## config.mk

```make
export PLATFORM = sky130hd
export DESIGN_NAME = raster_line_index_map
export DESIGN_NICKNAME = d
export VERILOG_FILES = /design/src/rlim_pkg.sv /design/src/raster_line_index_map.sv /design/src/rlim_divider.sv /design/src/rlim_cfg.sv /design/src/rlim_pipe.sv
export SDC_FILE = /design/constraint.sdc
export NUM_CORES = 2
export LEC_CHECK = 0
export BUFFER_PORTS_ARGS = -buffer_cell sky130_fd_sc_hd__buf_2
export CAP_MARGIN = 20
export CORE_MARGIN = 5
export CORE_UTILIZATION = 35
export CTS_BUF_LIST = sky130_fd_sc_hd__clkbuf_8
export DETAILED_ROUTE_END_ITERATION = 8
export PLACE_DENSITY = 0.53
export SYNTH_ARGS = -nofsm -noshare
export SYNTH_HDL_FRONTEND = slang
export SYNTH_SLANG_ARGS = --single-unit
```

## constraint.sdc

```tcl
create_clock -name clk -period 19.77 [get_ports clk]
set_clock_uncertainty 0.1 [all_clocks]
set_input_delay 3.954 -clock clk [delete_from_list [all_inputs] [get_ports clk]]
set_output_delay 3.954 -clock clk [all_outputs]
set_load 0.01 [all_outputs]
```

## src/rlim_pkg.sv

```systemverilog
`timescale 1ns / 1ps
// ----------------------------------------------------------------------------
// rlim_pkg
// Shared types and register codes for the raster line index map.
// ----------------------------------------------------------------------------
package rlim_pkg;

	// Width of the register index on the configuration port.
	localparam int CFG_INDEX_BITS = 2;

	localparam logic [CFG_INDEX_BITS-1:0] REG_SOURCE_LEN = 2'd0;
	localparam logic [CFG_INDEX_BITS-1:0] REG_TARGET_LEN = 2'd1;

	// Setup sequencer that derives the divide constants from the line lengths.
	typedef enum logic [2:0] {
		ST_START,
		ST_DIV_LEN,
		ST_THR,
		ST_DIV_RQ,
		ST_DIV_RQ1,
		ST_IDLE
	} cfg_state_t;

	// Line geometry flags, taken straight from the length registers.
	typedef struct packed {
		logic eq;
		logic grow;
		logic src_zero;
		logic tgt_zero;
	} mode_t;

endpackage

```

## src/raster_line_index_map.sv

```systemverilog
`timescale 1ns / 1ps
// ----------------------------------------------------------------------------
// raster_line_index_map
// Nearest-neighbour resampling index generator: maps a pixel position on a
// source line to the matching position on a target line.
// ----------------------------------------------------------------------------
//
// Channel   Handshake             Payload
// in        in_valid / in_stall   position
// out       out_valid / out_stall mapped_index, beyond_source
// cfg       cfg_valid / cfg_ready cfg_index, cfg_data
//
// One position word is taken per clock while in_stall is low, and its result
// word leaves through the four-stage datapath, whose two multipliers each
// own a stage.
// After reset and after every configuration write the setup sequencer runs
// three restoring divisions on one shared divider, and in_stall stays high
// until they are done.
// A stall on the output holds the last stage, and the hold reaches back to
// the first empty stage, so no word is lost or repeated.
//
// How it works: when shrinking, the quotient q and remainder r of the line
// lengths, the split point r*(q+1), and the reciprocals 2^N/q and 2^N/(q+1)
// are derived once. Each position then picks its divisor, multiplies by the
// rounded-down reciprocal, and fixes the estimate with one back product and
// compare. When growing, the same multiplier forms q*x and the stage after
// adds min(x, r).
// ----------------------------------------------------------------------------
module raster_line_index_map #(
	parameter int COORD_BITS = 16
) (
	input  logic                                clk,
	input  logic                                arst_n,
	input  logic                                cfg_valid,
	output logic                                cfg_ready,
	input  logic [rlim_pkg::CFG_INDEX_BITS-1:0] cfg_index,
	input  logic [COORD_BITS-1:0]               cfg_data,
	input  logic                                in_valid,
	output logic                                in_stall,
	input  logic [COORD_BITS-1:0]               position,
	output logic                                out_valid,
	input  logic                                out_stall,
	output logic [COORD_BITS-1:0]               mapped_index,
	output logic                                beyond_source
);
	import rlim_pkg::*;

	// Geometry flags and derived constants; the user keeps these stable while words are in flight (not enforced).
	mode_t                 mode;
	logic                  cfg_busy;
	logic [COORD_BITS-1:0] src_len;
	logic [COORD_BITS-1:0] q;
	logic [COORD_BITS-1:0] r;
	logic [COORD_BITS-1:0] thr;
	logic [COORD_BITS:0]   recip_q;
	logic [COORD_BITS:0]   recip_q1;

	// Length registers and the divide sequencer.
	rlim_cfg #(.N(COORD_BITS)) u_cfg (
		.clk       (clk),
		.arst_n    (arst_n),
		.cfg_valid (cfg_valid),
		.cfg_ready (cfg_ready),
		.cfg_index (cfg_index),
		.cfg_data  (cfg_data),
		.busy      (cfg_busy),
		.mode      (mode),
		.src_len   (src_len),
		.q         (q),
		.r         (r),
		.thr       (thr),
		.recip_q   (recip_q),
		.recip_q1  (recip_q1)
	);

	// Per-position datapath.
	rlim_pipe #(.N(COORD_BITS)) u_pipe (
		.clk           (clk),
		.arst_n        (arst_n),
		.cfg_busy      (cfg_busy),
		.mode          (mode),
		.src_len       (src_len),
		.q             (q),
		.r             (r),
		.thr           (thr),
		.recip_q       (recip_q),
		.recip_q1      (recip_q1),
		.in_valid      (in_valid),
		.in_stall      (in_stall),
		.position      (position),
		.out_valid     (out_valid),
		.out_stall     (out_stall),
		.mapped_index  (mapped_index),
		.beyond_source (beyond_source)
	);

endmodule

```

## src/rlim_divider.sv

```systemverilog
`timescale 1ns / 1ps
// ----------------------------------------------------------------------------
// rlim_divider
// Restoring divider, one quotient bit per cycle, used by the setup sequencer.
// ----------------------------------------------------------------------------
module rlim_divider #(
	parameter int W = 17
) (
	input  logic         clk,
	input  logic         arst_n,
	input  logic         start,
	input  logic [W-1:0] dividend,
	input  logic [W-1:0] divisor,
	output logic         done,
	output logic [W-1:0] quot,
	output logic [W-1:0] rem
);

	localparam int CNT_BITS = $clog2(W + 1);

	logic [W-1:0]        rem_q;
	logic [W-1:0]        quo_q;
	logic [W-1:0]        dvs_q;
	logic [CNT_BITS-1:0] cnt_q;
	logic                busy_q;
	logic                done_q;

	logic [W:0] trial;
	logic [W:0] diff;
	logic       ge;

	assign trial = {rem_q, quo_q[W-1]};
	assign ge    = trial >= {1'b0, dvs_q};
	assign diff  = trial - {1'b0, dvs_q};

	always_ff @(posedge clk or negedge arst_n) begin
		if (!arst_n) begin
			busy_q <= 1'b0;
			done_q <= 1'b0;
			cnt_q  <= '0;
		end else if (start) begin
			busy_q <= 1'b1;
			done_q <= 1'b0;
			cnt_q  <= CNT_BITS'(W);
		end else if (busy_q) begin
			cnt_q <= cnt_q - CNT_BITS'(1);
			if (cnt_q == CNT_BITS'(1)) begin
				busy_q <= 1'b0;
				done_q <= 1'b1;
			end
		end else begin
			done_q <= 1'b0;
		end
	end

	always_ff @(posedge clk) begin
		if (start) begin
			rem_q <= '0;
			quo_q <= dividend;
			dvs_q <= divisor;
		end else if (busy_q) begin
			rem_q <= ge ? diff[W-1:0] : trial[W-1:0];
			quo_q <= {quo_q[W-2:0], ge};
		end
	end

	assign done = done_q;
	assign quot = quo_q;
	assign rem  = rem_q;

endmodule

```

## src/rlim_cfg.sv

```systemverilog
`timescale 1ns / 1ps
// ----------------------------------------------------------------------------
// rlim_cfg
// Length registers and the setup sequencer that derives quotient, remainder,
// split threshold and the two reciprocals used by the datapath.
// ----------------------------------------------------------------------------
module rlim_cfg #(
	parameter int N = 16
) (
	input  logic                                  clk,
	input  logic                                  arst_n,
	input  logic                                  cfg_valid,
	output logic                                  cfg_ready,
	input  logic [rlim_pkg::CFG_INDEX_BITS-1:0]   cfg_index,
	input  logic [N-1:0]                          cfg_data,
	output logic                                  busy,
	output rlim_pkg::mode_t                       mode,
	output logic [N-1:0]                          src_len,
	output logic [N-1:0]                          q,
	output logic [N-1:0]                          r,
	output logic [N-1:0]                          thr,
	output logic [N:0]                            recip_q,
	output logic [N:0]                            recip_q1
);
	import rlim_pkg::*;

	localparam int W = N + 1;
	localparam logic [W-1:0] TWO_POW_N = {1'b1, {N{1'b0}}};

	cfg_state_t state_q, state_d;

	logic [N-1:0] src_q, tgt_q;
	logic [N-1:0] q_q, r_q, thr_q;
	logic [W-1:0] recip_q_q, recip_q1_q;

	logic         cfg_wr;
	logic [N-1:0] big, small_len;
	logic         div_start;
	logic [W-1:0] div_dividend, div_divisor;
	logic         div_done;
	logic [W-1:0] div_quot, div_rem;
	logic [W-1:0] q_plus1;
	logic [N+W-1:0] thr_full;

	assign cfg_ready = 1'b1;
	assign cfg_wr    = cfg_valid && cfg_ready;

	assign mode.eq       = src_q == tgt_q;
	assign mode.grow     = src_q < tgt_q;
	assign mode.src_zero = src_q == '0;
	assign mode.tgt_zero = tgt_q == '0;

	// The longer line is always divided by the shorter one.
	assign big       = mode.grow ? tgt_q : src_q;
	assign small_len = mode.grow ? src_q : tgt_q;
	assign q_plus1   = {1'b0, q_q} + W'(1);
	assign thr_full  = r_q * q_plus1;

	rlim_divider #(.W(W)) u_div (
		.clk      (clk),
		.arst_n   (arst_n),
		.start    (div_start),
		.dividend (div_dividend),
		.divisor  (div_divisor),
		.done     (div_done),
		.quot     (div_quot),
		.rem      (div_rem)
	);

	always_ff @(posedge clk or negedge arst_n) begin
		if (!arst_n) begin
			state_q <= ST_START;
			src_q   <= N'(1);
			tgt_q   <= N'(1);
		end else begin
			state_q <= state_d;
			if (cfg_wr && cfg_index == REG_SOURCE_LEN) begin
				src_q <= cfg_data;
			end
			if (cfg_wr && cfg_index == REG_TARGET_LEN) begin
				tgt_q <= cfg_data;
			end
		end
	end

	always_ff @(posedge clk) begin
		if (state_q == ST_DIV_LEN && div_done) begin
			q_q <= div_quot[N-1:0];
			r_q <= div_rem[N-1:0];
		end
		if (state_q == ST_THR) begin
			thr_q <= thr_full[N-1:0];
		end
		if (state_q == ST_DIV_RQ && div_done) begin
			recip_q_q <= div_quot;
		end
		if (state_q == ST_DIV_RQ1 && div_done) begin
			recip_q1_q <= div_quot;
		end
	end

	always_comb begin
		state_d      = state_q;
		div_start    = 1'b0;
		div_dividend = TWO_POW_N;
		div_divisor  = {1'b0, q_q};
		case (state_q)
			ST_START: begin
				div_start    = 1'b1;
				div_dividend = {1'b0, big};
				div_divisor  = {1'b0, small_len};
				state_d      = ST_DIV_LEN;
			end
			ST_DIV_LEN: begin
				if (div_done) begin
					state_d = ST_THR;
				end
			end
			ST_THR: begin
				div_start = 1'b1;
				state_d   = ST_DIV_RQ;
			end
			ST_DIV_RQ: begin
				if (div_done) begin
					div_start   = 1'b1;
					div_divisor = q_plus1;
					state_d     = ST_DIV_RQ1;
				end
			end
			ST_DIV_RQ1: begin
				if (div_done) begin
					state_d = ST_IDLE;
				end
			end
			ST_IDLE: begin
				state_d = ST_IDLE;
			end
			default: begin
				state_d = ST_START;
			end
		endcase
		// A new length always restarts the derivation.
		if (cfg_wr) begin
			state_d = ST_START;
		end
	end

	assign busy     = state_q != ST_IDLE;
	assign src_len  = src_q;
	assign q        = q_q;
	assign r        = r_q;
	assign thr      = thr_q;
	assign recip_q  = recip_q_q;
	assign recip_q1 = recip_q1_q;

endmodule

```

## src/rlim_pipe.sv

```systemverilog
`timescale 1ns / 1ps
// ----------------------------------------------------------------------------
// rlim_pipe
// Four-stage index datapath: operand select, reciprocal product, back
// product, remainder correction and result select.
// ----------------------------------------------------------------------------
module rlim_pipe #(
	parameter int N = 16
) (
	input  logic            clk,
	input  logic            arst_n,
	input  logic            cfg_busy,
	input  rlim_pkg::mode_t mode,
	input  logic [N-1:0]    src_len,
	input  logic [N-1:0]    q,
	input  logic [N-1:0]    r,
	input  logic [N-1:0]    thr,
	input  logic [N:0]      recip_q,
	input  logic [N:0]      recip_q1,
	input  logic            in_valid,
	output logic            in_stall,
	input  logic [N-1:0]    position,
	output logic            out_valid,
	input  logic            out_stall,
	output logic [N-1:0]    mapped_index,
	output logic            beyond_source
);
	import rlim_pkg::*;

	localparam int W = N + 1;

	logic v_s1, v_s2, v_s3, v_s4;
	logic rdy_s1, rdy_s2, rdy_s3, rdy_s4;
	logic accept;

	// Stage 1 operands.
	logic         sel_hi;
	logic [N-1:0] xn;
	logic [N-1:0] x_s1, xn_s1, a_s1, minxr_s1;
	logic [W-1:0] b_s1, dvs_s1;
	logic         beyond_s1;

	// Stage 2 product.
	logic [N+W-1:0] prod_s2;
	logic [N-1:0]   x_s2, xn_s2, minxr_s2;
	logic [W-1:0]   dvs_s2;
	logic           beyond_s2;

	// Stage 3 back product.
	logic [N-1:0]   qe;
	logic [N+W-1:0] qd_full;
	logic [N-1:0]   qe_s3, qd_s3, xn_s3, x_s3, grow_s3;
	logic [W-1:0]   dvs_s3;
	logic           beyond_s3;

	// Stage 4 correction.
	logic [N-1:0] rem;
	logic         corr;
	logic [N-1:0] shr;
	logic [N-1:0] result;
	logic [N-1:0] idx_s4;
	logic         beyond_s4;

	assign rdy_s4   = !v_s4 || !out_stall;
	assign rdy_s3   = !v_s3 || rdy_s4;
	assign rdy_s2   = !v_s2 || rdy_s3;
	assign rdy_s1   = !v_s1 || rdy_s2;
	assign in_stall = cfg_busy || !rdy_s1;
	assign accept   = in_valid && !in_stall;

	assign sel_hi = position < thr;
	assign xn     = sel_hi ? position : position - r;

	always_ff @(posedge clk or negedge arst_n) begin
		if (!arst_n) begin
			v_s1 <= 1'b0;
			v_s2 <= 1'b0;
			v_s3 <= 1'b0;
			v_s4 <= 1'b0;
		end else begin
			if (rdy_s1) begin
				v_s1 <= accept;
			end
			if (rdy_s2) begin
				v_s2 <= v_s1;
			end
			if (rdy_s3) begin
				v_s3 <= v_s2;
			end
			if (rdy_s4) begin
				v_s4 <= v_s3;
			end
		end
	end

	always_ff @(posedge clk) begin
		if (rdy_s1) begin
			x_s1      <= position;
			xn_s1     <= xn;
			beyond_s1 <= position >= src_len;
			minxr_s1  <= (position < r) ? position : r;
			a_s1      <= mode.grow ? position : xn;
			b_s1      <= mode.grow ? {1'b0, q} : (sel_hi ? recip_q1 : recip_q);
			dvs_s1    <= sel_hi ? ({1'b0, q} + W'(1)) : {1'b0, q};
		end
	end

	always_ff @(posedge clk) begin
		if (rdy_s2) begin
			prod_s2   <= a_s1 * b_s1;
			x_s2      <= x_s1;
			xn_s2     <= xn_s1;
			minxr_s2  <= minxr_s1;
			dvs_s2    <= dvs_s1;
			beyond_s2 <= beyond_s1;
		end
	end

	// The reciprocal is rounded down, so the estimate is low by at most one.
	assign qe      = prod_s2[2*N-1:N];
	assign qd_full = qe * dvs_s2;

	always_ff @(posedge clk) begin
		if (rdy_s3) begin
			qe_s3     <= qe;
			qd_s3     <= qd_full[N-1:0];
			xn_s3     <= xn_s2;
			x_s3      <= x_s2;
			grow_s3   <= prod_s2[N-1:0] + minxr_s2;
			dvs_s3    <= dvs_s2;
			beyond_s3 <= beyond_s2;
		end
	end

	assign rem  = xn_s3 - qd_s3;
	assign corr = {1'b0, rem} >= dvs_s3;
	assign shr  = qe_s3 + {{(N-1){1'b0}}, corr};

	always_comb begin
		if (beyond_s3) begin
			result = '1;
		end else if (mode.tgt_zero) begin
			result = '0;
		end else if (mode.eq) begin
			result = x_s3;
		end else if (mode.grow) begin
			result = grow_s3;
		end else begin
			result = shr;
		end
	end

	always_ff @(posedge clk) begin
		if (rdy_s4) begin
			idx_s4    <= result;
			beyond_s4 <= beyond_s3;
		end
	end

	assign out_valid     = v_s4;
	assign mapped_index  = idx_s4;
	assign beyond_source = beyond_s4;

endmodule

```

==> flow_summary.yaml <==
worst_setup_path:
  crit_arrival_ns: 5.64
  critPathLaunchType: "input pin"
  critPathMaxFanout: 44
  r2r_slack_ns: 12.21
  endpoint_kind: "output pin"
  cpPeakStageDelay_ns: 0.67
  cp.required_ns: 15.72
  slowest_stage: "or2_4"
  regToRegStartpoint: "u_cfg.q[0]"
  timing.rr.end: "u_cfg.thr[15]"
  crit_type: "input pin to output pin"
  worst_path_most_repeated_cell: "buf_2"
  crit_buf_inv: 3
  cp_cell_sequence: "buf_2, nand4_1, buf_4, or2_4, nand3_1, buf_2"
  worst_r2r_path_depth: 25
  crit_family: "simple AND/OR/NAND/NOR gates"
global_route:
  grt_pass1_vias: 26900
  grt_max_degree: 81
  overflow: 0
  antenna_found_initial: 7
  track_usage_pct: 17.2
  grt_pass1_wl_mm: 160
drt:
  post_drt_wl_per_cell_um: 19.3
  detail-route-antenna-nets: 0
  vias: 26300
  drtIter0Drc: 1860
  drc_errors: 0
  vias_per_cell: 4.92
  dr.pass1.iters: 5
  drt-total-wl_mm: 103
cells_and_area:
  layout-drive-gt1-share_pct: 7.54
  finalNonFillerCells: 5352
  final_common_cell: "inv_1"
  final_cell_mix: "inv_1, nand2_1, edfxtp_1"
  area_delta_synth_final_pct: 9.03
  largest_reg_flops: 32
  top_register: "u_pipe.prod_s2"
  layout.nets: 4526
floorplan:
  core_area_mm2: 0.112
  rows: 123
  die-area_mm2: 0.120
  start_util_pct: 35.2
  die_h_um: 346
  pin_count: 59
  die_x_um: 346
logic_synthesis:
  synth.ff_latch_count: 491
  synth_xor_area_share_pct: 4.61
  synthArstFlopShare_pct: 9.37
  ys.warnings.count: 0
  syn-num-nets: 4481
  yosysSeqAreaShare_pct: 36.3
  yosys.area.top_type: "edfxtp_1"
  syn-cell-area_mm2: 0.0395
  muxShareOfSynthArea_pct: 2.27
  synth_edf_count: 428
  synth_top_family_by_area: "adder cells"
  synth.top_cell.area_share_pct: 32.6
  synth-simple-area-share_pct: 12.9
  synth_cell_types: 79
  synthAdderAreaFrac_pct: 29.3
  netlist_instances: 3741
  synth_compound_gate_area_share_pct: 7.41
  synth_area_per_cell_um2: 10.6
  ys_top_cells_by_area: "edfxtp_1, fa_1, ha_1"
  synth_ff_type: "edfxtp_1"
placement:
  portBuffers: 57
  routabilityCongestion: 0.838
  hpwl_mm: 77.4
  place_inst: 5199
min_path:
  hold_class: "register to register"
  hp-start: "u_pipe.xn_s2[6]"
  holdPathStages: 0
  hold_path_end: "u_pipe.xn_s3[6]"
clocking:
  cts-root-buf: "clkbuf_8"
  cts_buffer_depth: 3
  clk_pin_slew_ns: 0.06
  clk_latency_ns: 0.68
  cts.sinks: 491
  cts_buffers: 84
  cts_tree: "yes"
  cts_hold_buf: 0
  htreeDepth: 3
  cts_resized: 0
  cts_setup_buffers: 0
sta:
  setup_tns_ns: 0
  fin_crit_sh_pct: 49.0
  fmax_mhz: 103
  finalSetupViolCount: 0
  worst_slew_pin_slew_ns: 1.03
  rsz0062_at_grt: "no"
  fin_crit_ns: 9.69
  slew_viol_final: 0
  relSlewSlack_pct: 31.5
  hold_violations: 0
outcome:
  status: "finished clean"
run:
  maxCapViolations: 0
[synthesized netlist by cell type, drive strengths merged, types with 8 or more instances]
cell and count:
nand2b 16, a211oi 23, o211ai 13, a21oi 132
or3 9, a31oi 30, nor2 141, nor3 69
a21boi 11, nor4 8, o21ai 120, mux2i 21
clkbuf 109, o21bai 11, fa 371, dfxtp 17
nand4 17, mux2 61, xnor2 151, buf 21
dfrtp 44, nor2b 29, xor2 45, edfxtp 428
o21a 27, o221ai 9, nand3 41, nand2 459
ha 330, and2 240, and3 13, inv 611
a21o 44
[how the worst max path moves through the flow]
stage / from / to / depth (start not counted)
finish: out_stall / in_stall / 6
global route: out_stall / in_stall / 6
CTS: out_stall / in_stall / 6
detailed placement: out_stall / in_stall / 6
global placement: out_stall / in_stall / 6
floorplan: out_stall / in_stall / 3
[layout make-up]
type,instances,area (µm²)
Antenna cell,4,10.0
Clock buffer,87,1200
Multi-Input combinational cell,2507,22300
Clock inverter,61,405
Fill cell,11100,69200
Tap cell,1500,1880
Timing Repair Buffer,89,558
Sequential cell,491,14300
Inverter,613,2300
[stage by stage]
| stage | instance area [µm²] | worst slack (ns) | utilization (%) | hold slack, ns |
|---|---|---|---|---|
| after floorplan | 39500 | 6.56 | - | 0.300 |
| after global placement | 41400 | 10.03 | 36.9 | 0.302 |
| after detailed placement | 41400 | 10.04 | 36.9 | 0.305 |
| after CTS | 43000 | 10.02 | 38.3 | 0.305 |
| after global routing | 43000 | 9.94 | 38.4 | 0.316 |
| final | 43000 | 10.08 | 38.4 | 0.310 |
[routing by layer]
layer	part of all wire (%)	GRT usage (%)	routed length, µm
met1	47	24.8	48200
met2	45	27.3	46700
met3	6.0	2.93	6210
met4	2.1	3.73	2150
met5	0	0	0
[cells by family (layout without fill, tap and decap cells)]
family | Yosys count | count (layout)
muxes | 82 | 82
other | 1 | 5
buffers and inverters | 743 | 850
adders and majority gates | 701 | 701
DFF | 491 | 491
and+or+nand+nor | 1058 | 1058
AOI/OAI and AO/OA | 468 | 468
xor gates and xnor gates | 197 | 197
Power is left out: the tool's default activity adds up to more than one toggle a clock period on the data nets, which glitch-free logic cannot reach.
